File: src/hw/rtl/assert_macros.svh
// Assertion macros shared by the RTL. Define NO_ASSERTIONS to compile them out.
`ifndef ASSERT_MACROS_SVH
`define ASSERT_MACROS_SVH

`ifndef NO_ASSERTIONS

// Same-cycle implication, disabled while in reset.
`define TMX_ASSERT_IMP(name, clk, rst, ante, cons) \
  name: assert property (@(posedge clk) disable iff (rst) (ante) |-> (cons)) \
    else $error("same-cycle check failed");

// Next-cycle implication, disabled while in reset.
`define TMX_ASSERT_NXT(name, clk, rst, ante, cons) \
  name: assert property (@(posedge clk) disable iff (rst) (ante) |=> (cons)) \
    else $error("next-cycle check failed");

`else

`define TMX_ASSERT_IMP(name, clk, rst, ante, cons)
`define TMX_ASSERT_NXT(name, clk, rst, ante, cons)

`endif

`endif

File: src/hw/rtl/tmx_pkg.sv
package tmx_pkg;

  // Configuration register indexes
  typedef enum logic [2:0] {
    REG_CREEP_SPEED     = 3'd0,
    REG_FULL_SPEED      = 3'd1,
    REG_YAW_SPEED       = 3'd2,
    REG_STOP_WIDTH      = 3'd3,
    REG_STOP_WIDTH_UP   = 3'd4,
    REG_STOP_WIDTH_DOWN = 3'd5,
    REG_REVERSE_GAIN    = 3'd6
  } reg_index_t;

  // Reset values of the registers
  localparam logic [7:0]  RST_CREEP_SPEED = 8'd50;
  localparam logic [7:0]  RST_FULL_SPEED  = 8'd100;
  localparam logic [7:0]  RST_YAW_SPEED   = 8'd50;
  localparam logic [10:0] RST_STOP_WIDTH  = 11'd1500;
  localparam logic [4:0]  RST_REV_GAIN    = 5'd12;

  // Button bit positions
  localparam int unsigned BTN_FWD   = 7;
  localparam int unsigned BTN_BACK  = 6;
  localparam int unsigned BTN_RIGHT = 5;
  localparam int unsigned BTN_LEFT  = 4;
  localparam int unsigned BTN_UP    = 3;
  localparam int unsigned BTN_DOWN  = 2;

  // Rocker codes
  localparam logic [3:0] ROCKER_POS = 4'd3;
  localparam logic [3:0] ROCKER_NEG = 4'd4;

  localparam logic [8:0]         YAW_LEFT_EXTRA = 9'd5;
  localparam logic signed [11:0] HEAVE_BUTTON   = 12'sd100;

  // Pulse width limits
  localparam logic [10:0] LIMIT_LO  = 11'd1300;
  localparam logic [10:0] LIMIT_HI  = 11'd1700;
  localparam logic [10:0] MID_WIDTH = 11'd1500;

  // ceil(2^16 / 10): exact floor division by ten for products below 16384
  localparam logic [12:0] RECIP_DIV10 = 13'd6554;

  // Stage 1 result: motion components and vertical width before limiting
  typedef struct packed {
    logic signed [9:0]  x;
    logic signed [9:0]  y;
    logic signed [9:0]  yaw;
    logic signed [12:0] zn;
  } comp_t;

  // Stage 2 result: limited widths, four horizontal and one vertical
  typedef struct packed {
    logic [10:0] h1;
    logic [10:0] h2;
    logic [10:0] h3;
    logic [10:0] h4;
    logic [10:0] z;
  } width_t;

  // Advance enables of the shaping stages
  typedef struct packed {
    logic s3;
    logic s4;
    logic s5;
  } shape_adv_t;

endpackage

File: src/hw/rtl/tmx_decode.sv
module tmx_decode (
  input  logic                 clk,
  input  logic                 adv,
  input  logic [7:0]           buttons,
  input  logic [3:0]           rocker,
  input  logic                 slow_mode,
  input  logic signed [11:0]   depth_loop_out,
  input  logic [7:0]           creep_speed,
  input  logic [7:0]           full_speed,
  input  logic [7:0]           yaw_speed,
  input  logic [10:0]          stop_width,
  input  logic [10:0]          stop_width_up,
  input  logic [10:0]          stop_width_down,
  output tmx_pkg::comp_t       comp
);

  logic [7:0]         lin;
  logic signed [9:0]  lin_s;
  logic [8:0]         yaw_mag;
  logic signed [11:0] heave;
  logic signed [12:0] heave_ext;
  tmx_pkg::comp_t     comp_next;

  always_comb begin
    lin   = slow_mode ? creep_speed : full_speed;
    lin_s = $signed({2'b00, lin});

    comp_next.x = (buttons[tmx_pkg::BTN_FWD] ? lin_s : 10'sd0)
                - (buttons[tmx_pkg::BTN_BACK] ? lin_s : 10'sd0);
    comp_next.y = (buttons[tmx_pkg::BTN_RIGHT] ? lin_s : 10'sd0)
                - (buttons[tmx_pkg::BTN_LEFT] ? lin_s : 10'sd0);

    // Turning left at full speed gets a small extra push
    if (slow_mode) begin
      yaw_mag = {1'b0, creep_speed};
    end else if (rocker == tmx_pkg::ROCKER_NEG) begin
      yaw_mag = {1'b0, yaw_speed} + tmx_pkg::YAW_LEFT_EXTRA;
    end else begin
      yaw_mag = {1'b0, yaw_speed};
    end

    if (rocker == tmx_pkg::ROCKER_POS) begin
      comp_next.yaw = $signed({1'b0, yaw_mag});
    end else if (rocker == tmx_pkg::ROCKER_NEG) begin
      comp_next.yaw = -$signed({1'b0, yaw_mag});
    end else begin
      comp_next.yaw = 10'sd0;
    end

    // Up wins over down; otherwise follow the depth loop
    if (buttons[tmx_pkg::BTN_UP]) begin
      heave = tmx_pkg::HEAVE_BUTTON;
    end else if (buttons[tmx_pkg::BTN_DOWN]) begin
      heave = -tmx_pkg::HEAVE_BUTTON;
    end else begin
      heave = depth_loop_out;
    end
    heave_ext = {heave[11], heave};

    if (heave > 12'sd0) begin
      comp_next.zn = heave_ext + $signed({2'b00, stop_width_up});
    end else if (heave < 12'sd0) begin
      comp_next.zn = heave_ext + $signed({2'b00, stop_width_down});
    end else begin
      comp_next.zn = $signed({2'b00, stop_width});
    end
  end

  always_ff @(posedge clk) begin
    if (adv) begin
      comp <= comp_next;
    end
  end

endmodule

File: src/hw/rtl/tmx_mix.sv
module tmx_mix (
  input  logic            clk,
  input  logic            adv,
  input  tmx_pkg::comp_t  comp,
  input  logic [10:0]     stop_width,
  output tmx_pkg::width_t width
);

  logic signed [12:0] x13;
  logic signed [12:0] y13;
  logic signed [12:0] yaw13;
  logic signed [12:0] stop13;
  tmx_pkg::width_t    width_next;

  function automatic logic [10:0] limit_width(input logic signed [12:0] s);
    logic [10:0] r;
    if (s < $signed({2'b00, tmx_pkg::LIMIT_LO})) begin
      r = tmx_pkg::LIMIT_LO;
    end else if (s > $signed({2'b00, tmx_pkg::LIMIT_HI})) begin
      r = tmx_pkg::LIMIT_HI;
    end else begin
      r = s[10:0];
    end
    return r;
  endfunction

  always_comb begin
    x13    = {{3{comp.x[9]}}, comp.x};
    y13    = {{3{comp.y[9]}}, comp.y};
    yaw13  = {{3{comp.yaw[9]}}, comp.yaw};
    stop13 = $signed({2'b00, stop_width});

    width_next.h1 = limit_width(x13 - y13 + yaw13 + stop13);
    width_next.h2 = limit_width(x13 + y13 - yaw13 + stop13);
    width_next.h3 = limit_width(stop13 - x13 - y13 - yaw13);
    width_next.h4 = limit_width(y13 - x13 + yaw13 + stop13);
    width_next.z  = limit_width(comp.zn);
  end

  always_ff @(posedge clk) begin
    if (adv) begin
      width <= width_next;
    end
  end

endmodule

File: src/hw/rtl/tmx_shape.sv
module tmx_shape (
  input  logic                clk,
  input  tmx_pkg::shape_adv_t adv,
  input  logic [10:0]         width_in,
  input  logic [4:0]          gain,
  output logic [10:0]         width_out
);

  logic [10:0] below_full;
  logic [12:0] prod_next;
  logic [25:0] recip_prod;

  logic        low3;
  logic [10:0] w3;
  logic [12:0] prod3;
  logic        low4;
  logic [10:0] w4;
  logic [9:0]  quot4;

  always_comb begin
    below_full = tmx_pkg::MID_WIDTH - width_in;
    prod_next  = {5'b0, below_full[7:0]} * {8'b0, gain};
    recip_prod = {13'b0, prod3} * {13'b0, tmx_pkg::RECIP_DIV10};
  end

  always_ff @(posedge clk) begin
    if (adv.s3) begin
      low3  <= (width_in < tmx_pkg::MID_WIDTH);
      w3    <= width_in;
      prod3 <= prod_next;
    end
    if (adv.s4) begin
      low4  <= low3;
      w4    <= w3;
      quot4 <= recip_prod[25:16];
    end
    if (adv.s5) begin
      width_out <= low4 ? (tmx_pkg::MID_WIDTH - {1'b0, quot4}) : w4;
    end
  end

endmodule

File: src/hw/rtl/thruster_mixer_with_limits_unit.sv
// Channel  | Direction | Handshake              | Payload
// ---------+-----------+------------------------+------------------------------------
// in       | sink      | in_valid / in_ready    | buttons, rocker, slow_mode,
//          |           |                        | depth_loop_out
// out      | source    | out_valid / out_ready  | drive_h1..drive_h4, drive_z1..z4
// cfg      | sink      | cfg_valid / cfg_ready  | cfg_index, cfg_data
//
// Five register stages: decode, mix and limit, gain multiply, reciprocal divide by ten,
// final subtract. One transaction may enter every cycle while in_ready is high; out_valid
// rises once it has passed every stage. The two multipliers set the critical path.
// Reset (rst, synchronous) empties the pipeline and loads the register defaults.
// An out stall holds every full stage; ready ripples back, so empty stages still fill.
// cfg_ready is always high; writes are expected only while the pipeline is empty.
`include "assert_macros.svh"

module thruster_mixer_with_limits_unit (
  input  logic               clk,
  input  logic               rst,

  input  logic               in_valid,
  output logic               in_ready,
  input  logic [7:0]         buttons,
  input  logic [3:0]         rocker,
  input  logic               slow_mode,
  input  logic signed [11:0] depth_loop_out,

  output logic               out_valid,
  input  logic               out_ready,
  output logic [10:0]        drive_h1,
  output logic [10:0]        drive_h2,
  output logic [10:0]        drive_h3,
  output logic [10:0]        drive_h4,
  output logic [10:0]        drive_z1,
  output logic [10:0]        drive_z2,
  output logic [10:0]        drive_z3,
  output logic [10:0]        drive_z4,

  input  logic               cfg_valid,
  output logic               cfg_ready,
  input  logic [2:0]         cfg_index,
  input  logic [10:0]        cfg_data
);

  // Configuration registers
  logic [7:0]  creep_speed;
  logic [7:0]  full_speed;
  logic [7:0]  yaw_speed;
  logic [10:0] stop_width;
  logic [10:0] stop_width_up;
  logic [10:0] stop_width_down;
  logic [4:0]  reverse_gain_tenths;

  // Stage valid bits and advance enables
  logic [5:1] vld;
  logic [5:1] adv;

  tmx_pkg::comp_t      comp;
  tmx_pkg::width_t     width;
  tmx_pkg::shape_adv_t shape_adv;
  logic [10:0]         drive_z;

  assign cfg_ready = 1'b1;

  // Write the addressed register; drop writes beyond the list
  always_ff @(posedge clk) begin
    if (rst) begin
      creep_speed         <= tmx_pkg::RST_CREEP_SPEED;
      full_speed          <= tmx_pkg::RST_FULL_SPEED;
      yaw_speed           <= tmx_pkg::RST_YAW_SPEED;
      stop_width          <= tmx_pkg::RST_STOP_WIDTH;
      stop_width_up       <= tmx_pkg::RST_STOP_WIDTH;
      stop_width_down     <= tmx_pkg::RST_STOP_WIDTH;
      reverse_gain_tenths <= tmx_pkg::RST_REV_GAIN;
    end else if (cfg_valid && cfg_ready) begin
      case (cfg_index)
        tmx_pkg::REG_CREEP_SPEED:     creep_speed         <= cfg_data[7:0];
        tmx_pkg::REG_FULL_SPEED:      full_speed          <= cfg_data[7:0];
        tmx_pkg::REG_YAW_SPEED:       yaw_speed           <= cfg_data[7:0];
        tmx_pkg::REG_STOP_WIDTH:      stop_width          <= cfg_data;
        tmx_pkg::REG_STOP_WIDTH_UP:   stop_width_up       <= cfg_data;
        tmx_pkg::REG_STOP_WIDTH_DOWN: stop_width_down     <= cfg_data;
        tmx_pkg::REG_REVERSE_GAIN:    reverse_gain_tenths <= cfg_data[4:0];
        default: begin
        end
      endcase
    end
  end

  // A stage advances when it is empty or the stage after it advances
  always_comb begin
    adv[5] = !vld[5] || out_ready;
    adv[4] = !vld[4] || adv[5];
    adv[3] = !vld[3] || adv[4];
    adv[2] = !vld[2] || adv[3];
    adv[1] = !vld[1] || adv[2];
  end

  assign in_ready  = adv[1];
  assign out_valid = vld[5];

  // Advance the valid bits alongside the data
  always_ff @(posedge clk) begin
    if (rst) begin
      vld <= '0;
    end else begin
      if (adv[1]) vld[1] <= in_valid;
      if (adv[2]) vld[2] <= vld[1];
      if (adv[3]) vld[3] <= vld[2];
      if (adv[4]) vld[4] <= vld[3];
      if (adv[5]) vld[5] <= vld[4];
    end
  end

  // Stage 1: button and rocker decode, heave select and vertical offset
  tmx_decode u_decode (
    .clk             (clk),
    .adv             (adv[1]),
    .buttons         (buttons),
    .rocker          (rocker),
    .slow_mode       (slow_mode),
    .depth_loop_out  (depth_loop_out),
    .creep_speed     (creep_speed),
    .full_speed      (full_speed),
    .yaw_speed       (yaw_speed),
    .stop_width      (stop_width),
    .stop_width_up   (stop_width_up),
    .stop_width_down (stop_width_down),
    .comp            (comp)
  );

  // Stage 2: horizontal mixes and limiting of all five widths
  tmx_mix u_mix (
    .clk        (clk),
    .adv        (adv[2]),
    .comp       (comp),
    .stop_width (stop_width),
    .width      (width)
  );

  assign shape_adv.s3 = adv[3];
  assign shape_adv.s4 = adv[4];
  assign shape_adv.s5 = adv[5];

  // Stages 3 to 5: expand widths below mid-point, one lane per width
  tmx_shape u_shape_h1 (
    .clk (clk), .adv (shape_adv), .width_in (width.h1),
    .gain (reverse_gain_tenths), .width_out (drive_h1)
  );
  tmx_shape u_shape_h2 (
    .clk (clk), .adv (shape_adv), .width_in (width.h2),
    .gain (reverse_gain_tenths), .width_out (drive_h2)
  );
  tmx_shape u_shape_h3 (
    .clk (clk), .adv (shape_adv), .width_in (width.h3),
    .gain (reverse_gain_tenths), .width_out (drive_h3)
  );
  tmx_shape u_shape_h4 (
    .clk (clk), .adv (shape_adv), .width_in (width.h4),
    .gain (reverse_gain_tenths), .width_out (drive_h4)
  );
  tmx_shape u_shape_z (
    .clk (clk), .adv (shape_adv), .width_in (width.z),
    .gain (reverse_gain_tenths), .width_out (drive_z)
  );

  // All four vertical thrusters share one width
  assign drive_z1 = drive_z;
  assign drive_z2 = drive_z;
  assign drive_z3 = drive_z;
  assign drive_z4 = drive_z;

  // An empty output stage lets the whole pipeline take a transaction
  `TMX_ASSERT_IMP(a_empty_out_ready, clk, rst, !out_valid, in_ready)
  // A full pipeline with a stalled output must refuse input
  `TMX_ASSERT_IMP(a_full_stall_block, clk, rst, (&vld) && !out_ready, !in_ready)
  // A held middle stage keeps its transaction
  `TMX_ASSERT_NXT(a_mid_stage_hold, clk, rst, vld[3] && !adv[3], vld[3])
  // Limiting and expansion bound every width from above; drive_h1 and drive_z1 are checked
  `TMX_ASSERT_IMP(a_width_bound, clk, rst, out_valid,
                  (drive_h1 <= tmx_pkg::LIMIT_HI) && (drive_z1 <= tmx_pkg::LIMIT_HI))

endmodule

File: config.mk
export PLATFORM = sky130hd
export DESIGN_NAME = thruster_mixer_with_limits_unit
export DESIGN_NICKNAME = d
export VERILOG_FILES = /design/src/hw/rtl/tmx_pkg.sv /design/src/hw/rtl/tmx_decode.sv /design/src/hw/rtl/tmx_mix.sv /design/src/hw/rtl/tmx_shape.sv /design/src/hw/rtl/thruster_mixer_with_limits_unit.sv
export VERILOG_INCLUDE_DIRS = /design/src /design/src/hw/rtl
export SDC_FILE = /design/constraint.sdc
export NUM_CORES = 2
export LEC_CHECK = 0
export ABC_AREA = 1
export BUFFER_PORTS_ARGS = -buffer_cell sky130_fd_sc_hd__buf_2
export CAP_MARGIN = 20
export CORE_MARGIN = 2
export CORE_UTILIZATION = 60
export CTS_CLUSTER_DIAMETER = 30
export DETAILED_ROUTE_END_ITERATION = 10
export HOLD_SLACK_MARGIN = 0.03
export PLACE_DENSITY = 0.77
export SYNTH_ARGS = -nofsm -noshare
export SYNTH_HDL_FRONTEND = slang
export SYNTH_SLANG_ARGS = --single-unit
File: constraint.sdc
create_clock -name clk -period 16.87 [get_ports clk]
set_input_delay 0.8435 -clock clk [delete_from_list [all_inputs] [get_ports clk]]
set_output_delay 0.8435 -clock clk [all_outputs]
set_load 0.02 [all_outputs]
==> metrics.txt <==
crit-path cells=ha_1 > fa_1 > inv_1 > fa_1 > fa_1 > inv_1 > fa_1 > ha_1 > nand2_1 > nor2_1 > nand4_1 > o21bai_1 > a21oi_1 > o21ai_0 > xor2_1; initial antenna violation count=0; Hold Crit Class=flop to flop; Num CTS Buffers=98; Place WS=12.06 ns; status=finished, final reports clean; CP max stage delay=0.51 ns; Clock Latency Late Sink=0.66 ns; Syn Inst Count=5004; Avg Cell Area, Syn=8.99 µm²; DR vias=33814; DRC viols=0; number of flops mapped to enable cells by yosys=388; htree depth=3; Final Hold Viols=0; Buf/Inv on CP=2; Most used DFF post-synth=edfxtp_1; Final WS setup=12.03 ns; Post-Synth Adder-Cell Area=0.352; Critical Path AT=5.22 ns; vias in the first global route=34075; overall routing resource usage=0.267; worst endpoint required time=17.25 ns; cells on worst reg2reg path=15; grt total ovfl=0; TritonCTS clock tree=built; Setup TNS=0 ns; Worst Hold Path EP=u_shape_h4.w4[5]; initial cell density of the core=0.605; slew margin rel.=0.318; Reg2Reg Capture Point=u_shape_z.quot4[8]; # setup viols final=0; die height=278 µm; crit start category=flop; final number of max-transition violations=0; Final #Nets=6265; crit-path max FO=5; GPL Wtd Cong=0.947; root buffer cell=clkbuf_16; register-to-register setup slack=12.03 ns; Syn-to-layout area delta=10.9%; largest net degree at the start of global routing=68; I/O pins=135; global-route wire length before repair=167 mm; Die Wd=278 µm; Worst Skew=0.0433 ns; ant diodes=0; Worst path most repeated cell=fa_1; ANT nets after route=0; Yosys reg bits=455; Hold Path Stages=0; 1st-iter DRT viols=2195; Max Cap Viol=0; Slew @ Worst Pin=1.02 ns; met1 WL=43.4 mm; IO buf count=131; multiplexer share of the synthesized area=0; Reg area=13000 µm²; Ys Warns=0; clk sinks=455; utilization after layout=0.671; Mapped Area=45000 µm²; post-synthesis compound-gate area fraction=0.0740; Post-DP HPWL=79.6 mm; Core ar.=74300 µm²; metal3 WL=5.55 mm; Top Layer Used=met4; Post-Layout Cell Count=6223; met2 WL=48.1 mm; CTS resizes=0; clock tree buffer depth=3; Post-Synth XOR/XNOR Area=0.0368; Die Area=77200 µm²; RSZ-0062 raised after global routing=false; WL final=101 mm; Worst Hold Launch=u_shape_h4.w3[5]; post-CTS setup buffer count=0; CP Capture Type=flop; Post-synth ARST share=0; register area share after synthesis=0.289; combinational family with the most area after synthesis=adder cells; Distinct cells, synth=60; row cnt=100; CTS Hold Bufs=0; Multi-input gate area=28100 µm²; Worst path slowest cell=edfxtp_1; area share of and/or/nand/nor cells after synthesis=0.160; wire per inst=16.2 µm; FILL cells=5892; dpl cells=6042; Crit Path Class=flop to flop; launching point of the worst reg2reg path=u_shape_z.prod3[7]; drt pass-1 iters=8; Clock transition at path regs=0.05 ns; Via density=5.43; fmax=206 MHz; final cycle utilization of the critical path=0.287; largest delay contributor family on the critical path=adder cells; min Tclk post-route=4.84 ns; share of cells above drive strength 1=0.0841
-- cell families after synthesis --
kind of cell | count (synthesis)
other cells | 1
flops | 455
simple gates | 1695
compound gates | 602
buf+inv | 1015
xor+xnor | 188
fa+ha+maj | 1048
-- synth_stat cells (all sizes together), types with 5 or more instances --
cell type    n  area share
nand3      202       0.024
inv        931       0.078
o21ai      197       0.022
ha         684        0.19
or2         20      0.0028
nand4       44      0.0065
nand3b       6      0.0010
a21o        15      0.0025
nor3b        5     0.00083
buf         38      0.0065
xor2       130       0.025
dfxtp       67       0.030
o21a         7      0.0012
a31oi       15      0.0021
edfxtp     388        0.26
o31ai        7      0.0012
a21oi      299       0.034
a211oi       9      0.0015
clkbuf      45      0.0038
nor3        31      0.0038
fa         364        0.16
nor4         8      0.0018
nor2       424       0.037
nand2      949       0.082
o21bai      20      0.0033
o211ai      19      0.0032
xnor2       58       0.011
o2111ai      6      0.0012
-- routing by layer --
| layer | vias to the layer above | track usage |
|---|---|---|
| met3 | 228 | 0.0320 |
| li1 | 16604 | - |
| met5 | - | 0 |
| met1 | 15977 | 0.349 |
| met2 | 1005 | 0.456 |
| met4 | 0 | 0.101 |
-- metrics by stage --
stage | area, µm² | hold WS [ns]
2_1_floorplan | 45000 | 0.400
3_3_place_gp | 46500 | 0.403
3_5_place_dp | 46500 | 0.405
4_1_cts | 49900 | 0.413
5_1_grt | 49900 | 0.420
6_report | 49900 | 0.412
-- cells in the final DEF, fill, tap and decap left out, types with 11 or more instances in the layout --
master,count
nor2_2,19
xnor2_1,58
bufinv_16,11
o21bai_1,20
a21oi_1,292
xor2_1,129
nor3_1,29
a31oi_1,15
buf_4,16
o21ai_0,190
clkinv_2,14
a21o_1,15
clkbuf_16,98
or2_2,19
clkinv_4,12
edfxtp_1,388
buf_2,131
nand3_1,192
inv_6,18
nand4_1,41
dfxtp_1,67
fa_1,364
nand2_2,35
ha_1,684
nand2_1,908
inv_1,909
o211ai_1,19
nor2_1,404
inv_2,19
-- registers in the layout, indices dropped and copies added (netlist names), 13 cells and up --
register / count
u_mix.width: 55
u_decode.comp: 43
u_shape_h1.prod3: 13
u_shape_h2.prod3: 13
u_shape_h3.prod3: 13
u_shape_h4.prod3: 13
u_shape_z.prod3: 13
-- layout make-up --
class                   count  area share
multi-input cells        3539       0.563
flip-flops and latches    455       0.261
inverters                 932      0.0703
clock buffers             105      0.0497
well taps                 969      0.0243
clock inverters            76      0.0171
repair buffers            147      0.0156
-- how the worst max path moves through the flow --
stage,start,endpoint,slack (ns),cells after the start
2_1_floorplan,out_ready,in_ready,7.70,8
3_3_place_gp,out_ready,in_ready,12.10,11
3_5_place_dp,out_ready,in_ready,12.06,11
4_1_cts,vld[5],in_ready,11.94,11
5_1_grt,u_decode.comp[14],u_mix.width[14],11.71,26
6_report,u_shape_z.prod3[7],u_shape_z.quot4[8],12.03,15
Power is left out: the tool's default activity adds up to more than one toggle a clock period on the data nets, which glitch-free logic cannot reach.
